`config.mk`:
```
export PLATFORM = sky130hd
export DESIGN_NAME = bitplane_line_stepper
export DESIGN_NICKNAME = d
export VERILOG_FILES = /design/src/hdl/bls_pkg.sv /design/src/hdl/bls_setup.sv /design/src/hdl/bls_step.sv /design/src/hdl/bitplane_line_stepper.sv
export SDC_FILE = /design/constraint.sdc
export NUM_CORES = 1
export LEC_CHECK = 0
export BUFFER_PORTS_ARGS = -buffer_cell sky130_fd_sc_hd__buf_2
export CORE_MARGIN = 2
export CORE_UTILIZATION = 36
export DETAILED_ROUTE_END_ITERATION = 6
export SETUP_SLACK_MARGIN = 0.4
export SYNTH_ARGS = -nofsm -noshare
export SYNTH_HDL_FRONTEND = slang
export SYNTH_SLANG_ARGS = --single-unit
export TNS_END_PERCENT = 10
```
`constraint.sdc`:
```
create_clock -name clk -period 14.9 [get_ports clk]
set_input_delay 2.235 -clock clk [delete_from_list [all_inputs] [get_ports clk]]
set_output_delay 2.235 -clock clk [all_outputs]
set_load 0.01 [all_outputs]
```
`src/hdl/bls_pkg.sv`:
```
// Shared types and constants for the bitplane line stepper.
// No dependencies; every other file in hdl/ imports this package.

package bls_pkg;

    // Kind of an input transaction, carried on the slave-side tuser.
    typedef enum logic {
        CMD_START = 1'b0,
        CMD_STEP  = 1'b1
    } command_t;

    // Configuration register indexes.
    localparam int CFG_INDEX_BITS = 1;
    localparam logic [CFG_INDEX_BITS-1:0] CFG_PLANE_BASE = 1'b0;
    localparam logic [CFG_INDEX_BITS-1:0] CFG_ROW_STRIDE = 1'b1;

    localparam int BASE_BITS   = 24;
    localparam int STRIDE_BITS = 12;
    localparam int CFG_BITS    = BASE_BITS;

    localparam logic [BASE_BITS-1:0]   BASE_RESET   = 24'd0;
    localparam logic [STRIDE_BITS-1:0] STRIDE_RESET = 12'd40;

    // Pixel mask within one 16-bit word; bit 15 is the leftmost pixel.
    localparam int MASK_BITS = 16;
    localparam logic [MASK_BITS-1:0] MASK_LEFT  = 16'h8000;
    localparam logic [MASK_BITS-1:0] MASK_RIGHT = 16'h0001;

    // Control flags of the line in progress.
    typedef struct packed {
        logic busy;
        logic steep;
        logic going_left;
    } line_flags_t;

endpackage

```
`src/hdl/bls_setup.sv`:
```
// Line setup: swaps the endpoints, finds the deltas and the start pen position.
// Depends on bls_pkg.

module bls_setup #(
    parameter int COORD_BITS = 10,
    parameter int ADDR_BITS  = 24
) (
    input  logic [COORD_BITS-1:0]            x_start,
    input  logic [COORD_BITS-1:0]            y_start,
    input  logic [COORD_BITS-1:0]            x_end,
    input  logic [COORD_BITS-1:0]            y_end,
    input  logic [bls_pkg::BASE_BITS-1:0]    plane_base,
    input  logic [bls_pkg::STRIDE_BITS-1:0]  row_stride,
    output logic [ADDR_BITS-1:0]             pen_address,
    output logic [bls_pkg::MASK_BITS-1:0]    pen_mask,
    output logic signed [COORD_BITS+2:0]     error_term,
    output logic [COORD_BITS+1:0]            minor_twice,
    output logic [COORD_BITS+1:0]            major_twice,
    output logic [COORD_BITS:0]              pixels_left,
    output bls_pkg::line_flags_t             flags
);
    import bls_pkg::*;

    localparam int ERR_BITS   = COORD_BITS + 3;
    localparam int COUNT_BITS = COORD_BITS + 1;
    localparam int PROD_BITS  = COORD_BITS + STRIDE_BITS;
    localparam int WIDE_A     = (ADDR_BITS > PROD_BITS) ? ADDR_BITS : PROD_BITS;
    localparam int WIDE_BITS  = (WIDE_A > BASE_BITS) ? WIDE_A : BASE_BITS;

    logic [COORD_BITS-1:0] xs, ys, xe, ye;
    logic [COORD_BITS-1:0] dx, dy, minor_delta, major_delta;
    logic                  left, steep;
    logic [PROD_BITS-1:0]  row_offset;
    logic [COORD_BITS:0]   word_offset;
    logic [WIDE_BITS-1:0]  address_sum;

    always_comb
    begin
        // Order the endpoints so that y rises along the line.
        if (y_start > y_end)
        begin
            xs = x_end;
            ys = y_end;
            xe = x_start;
            ye = y_start;
        end
        else
        begin
            xs = x_start;
            ys = y_start;
            xe = x_end;
            ye = y_end;
        end

        left  = xe < xs;
        dx    = left ? (xs - xe) : (xe - xs);
        dy    = ye - ys;
        steep = dx < dy;

        minor_delta = steep ? dx : dy;
        major_delta = steep ? dy : dx;

        row_offset  = PROD_BITS'(ys) * PROD_BITS'(row_stride);
        word_offset = {(xs >> 4), 1'b0};
        address_sum = WIDE_BITS'(plane_base) + WIDE_BITS'(row_offset)
                    + WIDE_BITS'(word_offset);
        pen_address = address_sum[ADDR_BITS-1:0];
        pen_mask    = MASK_LEFT >> xs[3:0];

        flags.going_left = left;
        if (dy == '0)
        begin
            // A horizontal line draws nothing.
            flags.busy  = 1'b0;
            flags.steep = 1'b0;
            error_term  = '0;
            minor_twice = '0;
            major_twice = '0;
            pixels_left = '0;
        end
        else
        begin
            flags.busy  = 1'b1;
            flags.steep = steep;
            error_term  = ERR_BITS'(0) - ERR_BITS'(major_delta);
            minor_twice = {1'b0, minor_delta, 1'b0};
            major_twice = {1'b0, major_delta, 1'b0};
            // A y-major line stops short of its final row.
            pixels_left = steep ? COUNT_BITS'(dy) : (COUNT_BITS'(dx) + COUNT_BITS'(1));
        end
    end

endmodule

```
`src/hdl/bls_step.sv`:
```
// One Bresenham step: error update, mask rotation and address advance.
// Depends on bls_pkg.

module bls_step #(
    parameter int COORD_BITS = 10,
    parameter int ADDR_BITS  = 24
) (
    input  logic [ADDR_BITS-1:0]             pen_address,
    input  logic [bls_pkg::MASK_BITS-1:0]    pen_mask,
    input  logic signed [COORD_BITS+2:0]     error_term,
    input  logic [COORD_BITS+1:0]            minor_twice,
    input  logic [COORD_BITS+1:0]            major_twice,
    input  logic [COORD_BITS:0]              pixels_left,
    input  bls_pkg::line_flags_t             flags,
    input  logic [bls_pkg::STRIDE_BITS-1:0]  row_stride,
    output logic [ADDR_BITS-1:0]             pen_address_next,
    output logic [bls_pkg::MASK_BITS-1:0]    pen_mask_next,
    output logic signed [COORD_BITS+2:0]     error_term_next,
    output logic [COORD_BITS:0]              pixels_left_next,
    output bls_pkg::line_flags_t             flags_next
);
    import bls_pkg::*;

    localparam int ERR_BITS = COORD_BITS + 3;

    logic signed [ERR_BITS-1:0] error_sum;
    logic                       take_minor, move_side, move_down, wraps;
    logic [ADDR_BITS-1:0]       side_delta, down_delta;

    always_comb
    begin
        error_sum  = error_term + $signed(ERR_BITS'(minor_twice));
        take_minor = !error_sum[ERR_BITS-1];
        error_term_next = take_minor ? (error_sum - $signed(ERR_BITS'(major_twice)))
                                     : error_sum;

        move_side = flags.steep ? take_minor : 1'b1;
        move_down = flags.steep ? 1'b1 : take_minor;

        wraps         = 1'b0;
        pen_mask_next = pen_mask;
        if (move_side)
        begin
            if (flags.going_left)
            begin
                wraps         = pen_mask[MASK_BITS-1];
                pen_mask_next = wraps ? MASK_RIGHT : (pen_mask << 1);
            end
            else
            begin
                wraps         = pen_mask[0];
                pen_mask_next = wraps ? MASK_LEFT : (pen_mask >> 1);
            end
        end

        // Crossing a word boundary moves the address by one 16-bit word.
        if (wraps)
            side_delta = flags.going_left ? (ADDR_BITS'(0) - ADDR_BITS'(2)) : ADDR_BITS'(2);
        else
            side_delta = '0;
        down_delta = move_down ? ADDR_BITS'(row_stride) : '0;

        pen_address_next = pen_address + side_delta + down_delta;

        pixels_left_next      = pixels_left - (COORD_BITS + 1)'(1);
        flags_next            = flags;
        flags_next.busy       = pixels_left != (COORD_BITS + 1)'(1);
    end

endmodule

```
`src/hdl/bitplane_line_stepper.sv`:
```
// Top level of the bitplane line stepper: handshake registers, line state, config.
// Depends on bls_pkg, bls_setup and bls_step.
//
//   Channel      Signals                               Direction
//   -----------  ------------------------------------  ---------
//   commands     s_axis_tvalid/tready/tdata/tuser      in
//   pixel writes m_axis_tvalid/tready/tdata/tlast      out
//   config       cfg_we/cfg_index/cfg_data             in
//
// One transaction is taken every cycle when the output side keeps up. A command
// lands in the input register, is worked on from there (line setup with one
// 10x12 multiply for the row offset, or one Bresenham step), and its pixel
// write leaves from the result register. A start command and a step with no
// line in progress produce no output. Reset clears the handshake and the line
// state; the configuration registers take their reset values. When the output
// is stalled, one command waits in the input register and the slave side then
// drops tready.

module bitplane_line_stepper #(
    parameter int COORD_BITS = 10,
    parameter int ADDR_BITS  = 24
) (
    input  logic                                 clk,
    input  logic                                 rst_n,
    input  logic                                 s_axis_tvalid,
    output logic                                 s_axis_tready,
    // Fields from bit 0: x_start, y_start, x_end, y_end.
    input  logic [((4*COORD_BITS+7)/8)*8-1:0]    s_axis_tdata,
    // Fields from bit 0: command.
    input  logic                                 s_axis_tuser,
    output logic                                 m_axis_tvalid,
    input  logic                                 m_axis_tready,
    // Fields from bit 0: word_address, bit_mask, zero fill.
    output logic [((ADDR_BITS+16+7)/8)*8-1:0]    m_axis_tdata,
    output logic                                 m_axis_tlast,
    input  logic                                 cfg_we,
    input  logic [bls_pkg::CFG_INDEX_BITS-1:0]   cfg_index,
    input  logic [bls_pkg::CFG_BITS-1:0]         cfg_data
);
    import bls_pkg::*;

    localparam int ERR_BITS   = COORD_BITS + 3;
    localparam int TWICE_BITS = COORD_BITS + 2;
    localparam int COUNT_BITS = COORD_BITS + 1;
    localparam int IN_BITS    = ((4*COORD_BITS+7)/8)*8;
    localparam int OUT_BITS   = ((ADDR_BITS+MASK_BITS+7)/8)*8;

    // Configuration.
    logic [BASE_BITS-1:0]   plane_base_reg;
    logic [STRIDE_BITS-1:0] row_stride_reg;

    // Input register.
    logic                   in_valid_reg;
    command_t               in_command_reg;
    logic [IN_BITS-1:0]     in_data_reg;

    // Line state.
    logic [ADDR_BITS-1:0]       pen_address_reg, pen_address_next;
    logic [MASK_BITS-1:0]       pen_mask_reg, pen_mask_next;
    logic signed [ERR_BITS-1:0] error_term_reg, error_term_next;
    logic [TWICE_BITS-1:0]      minor_twice_reg, minor_twice_next;
    logic [TWICE_BITS-1:0]      major_twice_reg, major_twice_next;
    logic [COUNT_BITS-1:0]      pixels_left_reg, pixels_left_next;
    line_flags_t                flags_reg, flags_next;

    // Result register.
    logic                   out_valid_reg, out_valid_next;
    logic [ADDR_BITS-1:0]   out_address_reg;
    logic [MASK_BITS-1:0]   out_mask_reg;
    logic                   out_last_reg;

    // Setup and step results.
    logic [ADDR_BITS-1:0]       setup_address, step_address;
    logic [MASK_BITS-1:0]       setup_mask, step_mask;
    logic signed [ERR_BITS-1:0] setup_error, step_error;
    logic [TWICE_BITS-1:0]      setup_minor, setup_major;
    logic [COUNT_BITS-1:0]      setup_pixels, step_pixels;
    line_flags_t                setup_flags, step_flags;

    logic fire, emit;

    // The held command is worked on once its result, if any, has a free slot.
    assign fire = in_valid_reg && (!out_valid_reg || m_axis_tready);
    assign emit = fire && (in_command_reg == CMD_STEP) && flags_reg.busy;

    assign s_axis_tready = !in_valid_reg || fire;
    assign m_axis_tvalid = out_valid_reg;
    assign m_axis_tdata  = OUT_BITS'({out_mask_reg, out_address_reg});
    assign m_axis_tlast  = out_last_reg;

    bls_setup #(
        .COORD_BITS (COORD_BITS),
        .ADDR_BITS  (ADDR_BITS)
    ) u_setup (
        .x_start     (in_data_reg[COORD_BITS-1:0]),
        .y_start     (in_data_reg[2*COORD_BITS-1:COORD_BITS]),
        .x_end       (in_data_reg[3*COORD_BITS-1:2*COORD_BITS]),
        .y_end       (in_data_reg[4*COORD_BITS-1:3*COORD_BITS]),
        .plane_base  (plane_base_reg),
        .row_stride  (row_stride_reg),
        .pen_address (setup_address),
        .pen_mask    (setup_mask),
        .error_term  (setup_error),
        .minor_twice (setup_minor),
        .major_twice (setup_major),
        .pixels_left (setup_pixels),
        .flags       (setup_flags)
    );

    bls_step #(
        .COORD_BITS (COORD_BITS),
        .ADDR_BITS  (ADDR_BITS)
    ) u_step (
        .pen_address      (pen_address_reg),
        .pen_mask         (pen_mask_reg),
        .error_term       (error_term_reg),
        .minor_twice      (minor_twice_reg),
        .major_twice      (major_twice_reg),
        .pixels_left      (pixels_left_reg),
        .flags            (flags_reg),
        .row_stride       (row_stride_reg),
        .pen_address_next (step_address),
        .pen_mask_next    (step_mask),
        .error_term_next  (step_error),
        .pixels_left_next (step_pixels),
        .flags_next       (step_flags)
    );

    // Next line state: a start replaces the line, a step advances it.
    always_comb
    begin
        pen_address_next = pen_address_reg;
        pen_mask_next    = pen_mask_reg;
        error_term_next  = error_term_reg;
        minor_twice_next = minor_twice_reg;
        major_twice_next = major_twice_reg;
        pixels_left_next = pixels_left_reg;
        flags_next       = flags_reg;
        if (fire && (in_command_reg == CMD_START))
        begin
            pen_address_next = setup_address;
            pen_mask_next    = setup_mask;
            error_term_next  = setup_error;
            minor_twice_next = setup_minor;
            major_twice_next = setup_major;
            pixels_left_next = setup_pixels;
            flags_next       = setup_flags;
        end
        else if (emit)
        begin
            pen_address_next = step_address;
            pen_mask_next    = step_mask;
            error_term_next  = step_error;
            pixels_left_next = step_pixels;
            flags_next       = step_flags;
        end

        out_valid_next = out_valid_reg && !m_axis_tready;
        if (emit)
            out_valid_next = 1'b1;
    end

    always_ff @(posedge clk or negedge rst_n)
    begin
        if (!rst_n)
        begin
            plane_base_reg  <= BASE_RESET;
            row_stride_reg  <= STRIDE_RESET;
            in_valid_reg    <= 1'b0;
            in_command_reg  <= CMD_START;
            out_valid_reg   <= 1'b0;
            pen_address_reg <= '0;
            pen_mask_reg    <= '0;
            error_term_reg  <= '0;
            minor_twice_reg <= '0;
            major_twice_reg <= '0;
            pixels_left_reg <= '0;
            flags_reg       <= '0;
        end
        else
        begin
            if (cfg_we)
            begin
                case (cfg_index)
                    CFG_PLANE_BASE: plane_base_reg <= cfg_data;
                    CFG_ROW_STRIDE: row_stride_reg <= cfg_data[STRIDE_BITS-1:0];
                    default:        plane_base_reg <= plane_base_reg;
                endcase
            end

            if (s_axis_tready)
            begin
                in_valid_reg   <= s_axis_tvalid;
                in_command_reg <= command_t'(s_axis_tuser);
            end

            out_valid_reg   <= out_valid_next;
            pen_address_reg <= pen_address_next;
            pen_mask_reg    <= pen_mask_next;
            error_term_reg  <= error_term_next;
            minor_twice_reg <= minor_twice_next;
            major_twice_reg <= major_twice_next;
            pixels_left_reg <= pixels_left_next;
            flags_reg       <= flags_next;
        end
    end

    // Payload registers carry no reset.
    always_ff @(posedge clk)
    begin
        if (s_axis_tready && s_axis_tvalid)
            in_data_reg <= s_axis_tdata;
        if (emit)
        begin
            out_address_reg <= pen_address_reg;
            out_mask_reg    <= pen_mask_reg;
            out_last_reg    <= pixels_left_reg == COUNT_BITS'(1);
        end
    end

`ifndef SYNTH
    // The pixel count and the busy flag always agree.
    assert property (@(posedge clk) disable iff (!rst_n)
        flags_reg.busy == (pixels_left_reg != '0))
        else $error("busy flag disagrees with pixel count");

    // While a line is drawn, the pen mask selects exactly one pixel.
    assert property (@(posedge clk) disable iff (!rst_n)
        flags_reg.busy |-> $onehot(pen_mask_reg))
        else $error("pen mask is not one-hot");

    // A step on a busy line always produces a pixel write in the next cycle.
    assert property (@(posedge clk) disable iff (!rst_n)
        emit |=> m_axis_tvalid)
        else $error("step transaction lost its pixel write");

    // The final pixel of a line leaves the stepper idle.
    assert property (@(posedge clk) disable iff (!rst_n)
        (emit && pixels_left_reg == COUNT_BITS'(1)) |=> !flags_reg.busy)
        else $error("stepper still busy after the final pixel");
`endif

endmodule
```
==> report_table.html <==
<table>
<tr><th>Metric</th><th>Value</th></tr>
<tr><th colspan="2">Critical path</th></tr>
<tr><td>Maximum cell stage delay along the critical path</td><td>~1.1 ns</td></tr>
<tr><td>Reg2Reg Launch Point</td><td>in_data_reg[17]</td></tr>
<tr><td>Startpoint of the worst setup timing path</td><td>in_data_reg[17]</td></tr>
<tr><td>Crit path max-delay family</td><td>adder cells</td></tr>
<tr><td>CP Max Fanout</td><td>19</td></tr>
<tr><td>CP Class</td><td>reg2reg</td></tr>
<tr><td>CP dominant cell by count</td><td>sky130_fd_sc_hd__fa_1</td></tr>
<tr><td>Crit path max-delay cell type</td><td>sky130_fd_sc_hd__mux2i_1</td></tr>
<tr><td>Crit path DAT</td><td>~9.8 ns</td></tr>
<tr><td>CP endpoint kind</td><td>flop</td></tr>
<tr><td>Sort of element at the start of the critical path</td><td>flop</td></tr>
<tr><td>Buf/Inv on CP</td><td>2</td></tr>
<tr><td>Req. time, crit path</td><td>15.37 ns</td></tr>
<tr><th colspan="2">Synth</th></tr>
<tr><td>Cell count after synthesis</td><td>1999</td></tr>
<tr><td>Average size of a mapped cell</td><td>9.22 um^2</td></tr>
<tr><td>Biggest area contributors in the synthesized netlist</td><td>sky130_fd_sc_hd__dfrtp_1, sky130_fd_sc_hd__edfxtp_1, sky130_fd_sc_hd__fa_1, sky130_fd_sc_hd__ha_1, sky130_fd_sc_hd__inv_1</td></tr>
<tr><td>Most frequent cell after synthesis</td><td>sky130_fd_sc_hd__inv_1</td></tr>
<tr><td>List of most frequent post-synthesis cells</td><td>sky130_fd_sc_hd__inv_1, sky130_fd_sc_hd__nand2_1, sky130_fd_sc_hd__ha_1, sky130_fd_sc_hd__a21oi_1, sky130_fd_sc_hd__dfrtp_1</td></tr>
<tr><td>Most common flop cell mapped by yosys</td><td>sky130_fd_sc_hd__dfrtp_1</td></tr>
<tr><td>Yosys reg bits</td><td>roughly 210</td></tr>
<tr><td>Number of different library cells in the post-synthesis netlist</td><td>a little over 90</td></tr>
<tr><td>Portion of the post-synthesis area used by sequential elements</td><td>0.302</td></tr>
<tr><td>Synth Net Count</td><td>around 2300</td></tr>
<tr><td>Warnings from Yosys</td><td>0</td></tr>
<tr><td>Syn Std Cell Area</td><td>18400 um^2</td></tr>
<tr><td>Number of enable flip-flop cells after synthesis</td><td>81</td></tr>
<tr><td>Post-synth top area share</td><td>0.167</td></tr>
<tr><td>Biggest area consumer among synthesized cells</td><td>sky130_fd_sc_hd__dfrtp_1</td></tr>
<tr><td>Fraction of registers with async set/reset</td><td>0.607</td></tr>
<tr><th colspan="2">Detailed routing</th></tr>
<tr><td>Total routed wirelength</td><td>between 50 and 60 mm</td></tr>
<tr><td>Number of iterations in the first detailed-routing pass</td><td>5</td></tr>
<tr><td>Via density per instance</td><td>about 5.3</td></tr>
<tr><td>Remaining antenna violation count</td><td>0</td></tr>
<tr><td>1st-iter DRT viols</td><td>1271</td></tr>
<tr><td>Vias after detailed routing</td><td>approximately 15000</td></tr>
<tr><td>Number of design rule violations left after detail routing</td><td>0</td></tr>
<tr><td>WL/cell</td><td>18.4 um</td></tr>
<tr><th colspan="2">Global routing</th></tr>
<tr><td>Leftover overflow at the end of global routing</td><td>0</td></tr>
<tr><td>Number of antenna violations at the first check in global routing</td><td>0</td></tr>
<tr><td>Largest net degree at the start of global routing</td><td>between 60 and 70</td></tr>
<tr><td>Aggregate global-route resource usage</td><td>0.192</td></tr>
<tr><td>First-pass GRT wire length</td><td>81.4 mm</td></tr>
<tr><td>Number of global-route vias before repair</td><td>between 10000 and 15000</td></tr>
<tr><th colspan="2">CTS</th></tr>
<tr><td>Post-CTS Hold Buffers</td><td>0</td></tr>
<tr><td>Number of sinks handled by clock tree synthesis</td><td>just over 200</td></tr>
<tr><td>Clock latency on the worst-skew pair</td><td>about 0.56 ns</td></tr>
<tr><td>Clock Tree Root</td><td>sky130_fd_sc_hd__clkbuf_16</td></tr>
<tr><td>Post-cts resize count</td><td>0</td></tr>
<tr><td>Max H-tree Level</td><td>1</td></tr>
<tr><td>Clock transition at the register clock pins on the worst setup and hold paths after CTS</td><td>0.06 ns</td></tr>
<tr><td>TritonCTS clock tree</td><td>yes</td></tr>
<tr><td>Clock buffers created by TritonCTS</td><td>25</td></tr>
<tr><td>Setup Buffers After CTS</td><td>0</td></tr>
<tr><td>Clock Tree Buf Depth</td><td>3</td></tr>
<tr><th colspan="2">Floorplan</th></tr>
<tr><td>Boundary Pins</td><td>~110</td></tr>
<tr><td>Chip width</td><td>between 200 and 250 um</td></tr>
<tr><td>Area inside the core boundary</td><td>roughly 50000 um^2</td></tr>
<tr><td>Die Y</td><td>about 230 um</td></tr>
<tr><td>Row count</td><td>between 80 and 90</td></tr>
<tr><td>Die Footprint</td><td>around 53000 um^2</td></tr>
<tr><td>Starting density of the core</td><td>0.366</td></tr>
<tr><th colspan="2">Finish</th></tr>
<tr><td>Cell Count, Final, Fillers Out</td><td>between 2000 and 3000</td></tr>
<tr><td>Layout cell share with drive strength beyond 1</td><td>0.124</td></tr>
<tr><td>Number of inserted diodes</td><td>0</td></tr>
<tr><td>Number of flip-flops under the largest register name</td><td>40</td></tr>
<tr><td>Utilization after layout</td><td>0.406</td></tr>
<tr><td>Growth of design area from synthesis to finish</td><td>11.1%</td></tr>
<tr><td>Fin nets</td><td>2409</td></tr>
<tr><td>Fill cells</td><td>roughly 4900</td></tr>
<tr><th colspan="2">STA</th></tr>
<tr><td>Clock skew</td><td>0.0219 ns</td></tr>
<tr><td>Sum Neg Setup Slack</td><td>0 ns</td></tr>
<tr><td>FMAX</td><td>between 100 and 150 MHz</td></tr>
<tr><td>Share of the cycle needed by the critical path after routing</td><td>0.626</td></tr>
<tr><td>Measured slew at the worst slew-check pin</td><td>approximately 1.3 ns</td></tr>
<tr><td>Final setup violating endpoints</td><td>0</td></tr>
<tr><td>Worst-case headroom to the max-slew limit</td><td>0.141</td></tr>
<tr><td>Time the worst path needs with I/O delays and setup</td><td>just over 9 ns</td></tr>
<tr><td>RSZ-0062 raised after global routing</td><td>no</td></tr>
<tr><td>Final hold violation count</td><td>0</td></tr>
<tr><td>Worst setup slack after layout</td><td>about 5.6 ns</td></tr>
<tr><td>Count of pins over their slew limit</td><td>0</td></tr>
<tr><th colspan="2">Placement</th></tr>
<tr><td>IO buf count</td><td>between 100 and 150</td></tr>
<tr><td>DP Worst Slack</td><td>5.62 ns</td></tr>
<tr><td>Placer Congestion</td><td>approximately 0.89</td></tr>
<tr><td>Placed insts</td><td>~2700</td></tr>
<tr><td>Estimated wirelength of the detail-placed design</td><td>a little under 40 mm</td></tr>
<tr><th colspan="2">Status</th></tr>
<tr><td>Result of the run</td><td>finished clean</td></tr>
<tr><th colspan="2">Flow run</th></tr>
<tr><td>Maximum capacitance violations</td><td>0</td></tr>
<tr><th colspan="2">Min path</th></tr>
<tr><td>Min-Delay Startpoint</td><td>major_twice_reg[1]</td></tr>
<tr><td>Path type of the worst min-delay path</td><td>reg2reg</td></tr>
</table>
per-layer routing:
layer	global-route usage	routed length, um	up-vias
met5	0	0	-
met4	0.0415	859	0
met3	0.0219	2770	47
met2	0.301	22600	404
met1	0.283	24700	7204
li1	-	-	7055
cells by family after synthesis:
kind of cell | synth area share
simple gates | 0.167
compound gates | 0.164
buf+inv | 0.0650
fa+ha+maj | 0.228
flops | 0.302
xor+xnor | 0.0389
mux | 0.0351
metrics by stage:
| step | cell area (um^2) | hold WS (ns) |
|---|---|---|
| 6_report | 20500 | 0.485 |
| 5_1_grt | 20500 | 0.523 |
| 4_1_cts | 20500 | 0.491 |
| 3_5_place_dp | 19700 | 0.477 |
| 3_3_place_gp | 19700 | 0.472 |
| 2_1_floorplan | 18400 | 0.425 |
worst paths after layout:
kind                                        to  slack [ns]  cells past startpoint
setup / recovery           pen_address_reg[22]        5.58                     26
hold / removal              major_twice_reg[1]        0.48                      2
setup reg to reg           pen_address_reg[22]        5.58                     26
hold reg to reg             major_twice_reg[1]        0.48                      2
max in group asynchronous       in_command_reg       12.38                      2
min in group asynchronous   plane_base_reg[10]        1.48                      1
worst min-delay path, delay by kind of cell, from the launching register on:
family | cells | cell delay, ns
compound gates | 1 | 0.06
flops | 1 | 0.34
simple gates | 1 | 0.05
area by class of cell:
type | count | area, um^2 | area share
multi-input cells | 1482 | 11700 | 0.571
flip-flops and latches | 206 | 5560 | 0.272
inverters | 225 | 845 | 0.0412
well taps | 672 | 841 | 0.0411
repair buffers | 134 | 726 | 0.0354
clock buffers | 28 | 637 | 0.0311
clock inverters | 18 | 170 | 0.00831
cell usage in the layout, fill, tap and decap left out, types with 6 or more instances in the layout:
cell,synthesis,routed
sky130_fd_sc_hd__a211oi_1,17,17
sky130_fd_sc_hd__buf_2,9,112
sky130_fd_sc_hd__buf_4,1,22
sky130_fd_sc_hd__o21bai_1,6,6
sky130_fd_sc_hd__nand2_1,189,189
sky130_fd_sc_hd__edfxtp_1,81,81
sky130_fd_sc_hd__nor3_1,42,42
sky130_fd_sc_hd__a31oi_1,20,20
sky130_fd_sc_hd__nor3b_1,6,6
sky130_fd_sc_hd__o22ai_1,29,29
sky130_fd_sc_hd__mux2_2,38,38
sky130_fd_sc_hd__nor2_1,109,108
sky130_fd_sc_hd__xnor2_1,52,52
sky130_fd_sc_hd__a21oi_1,125,124
sky130_fd_sc_hd__o21a_1,12,12
sky130_fd_sc_hd__nand4_1,11,11
sky130_fd_sc_hd__xor2_1,28,28
sky130_fd_sc_hd__or2_2,6,6
sky130_fd_sc_hd__clkinv_2,0,7
sky130_fd_sc_hd__nand3_1,32,32
sky130_fd_sc_hd__nand2b_1,37,37
sky130_fd_sc_hd__ha_1,143,143
sky130_fd_sc_hd__a22oi_1,18,18
sky130_fd_sc_hd__o21ai_0,118,118
sky130_fd_sc_hd__inv_1,223,223
sky130_fd_sc_hd__dfrtp_1,123,123
sky130_fd_sc_hd__and3_1,15,15
sky130_fd_sc_hd__o22a_1,6,6
sky130_fd_sc_hd__nor2b_1,80,79
sky130_fd_sc_hd__a211o_1,6,6
sky130_fd_sc_hd__a21o_1,25,25
sky130_fd_sc_hd__nor4_1,6,6
sky130_fd_sc_hd__fa_1,121,121
sky130_fd_sc_hd__a221oi_1,8,8
sky130_fd_sc_hd__clkbuf_16,0,25
sky130_fd_sc_hd__or3_1,21,21
sky130_fd_sc_hd__and2_1,32,31
sky130_fd_sc_hd__o31ai_1,8,8
sky130_fd_sc_hd__mux2i_1,19,18
Power is not shown: default switching activity piles up to over one toggle a cycle in this logic, so the estimate is an artifact.
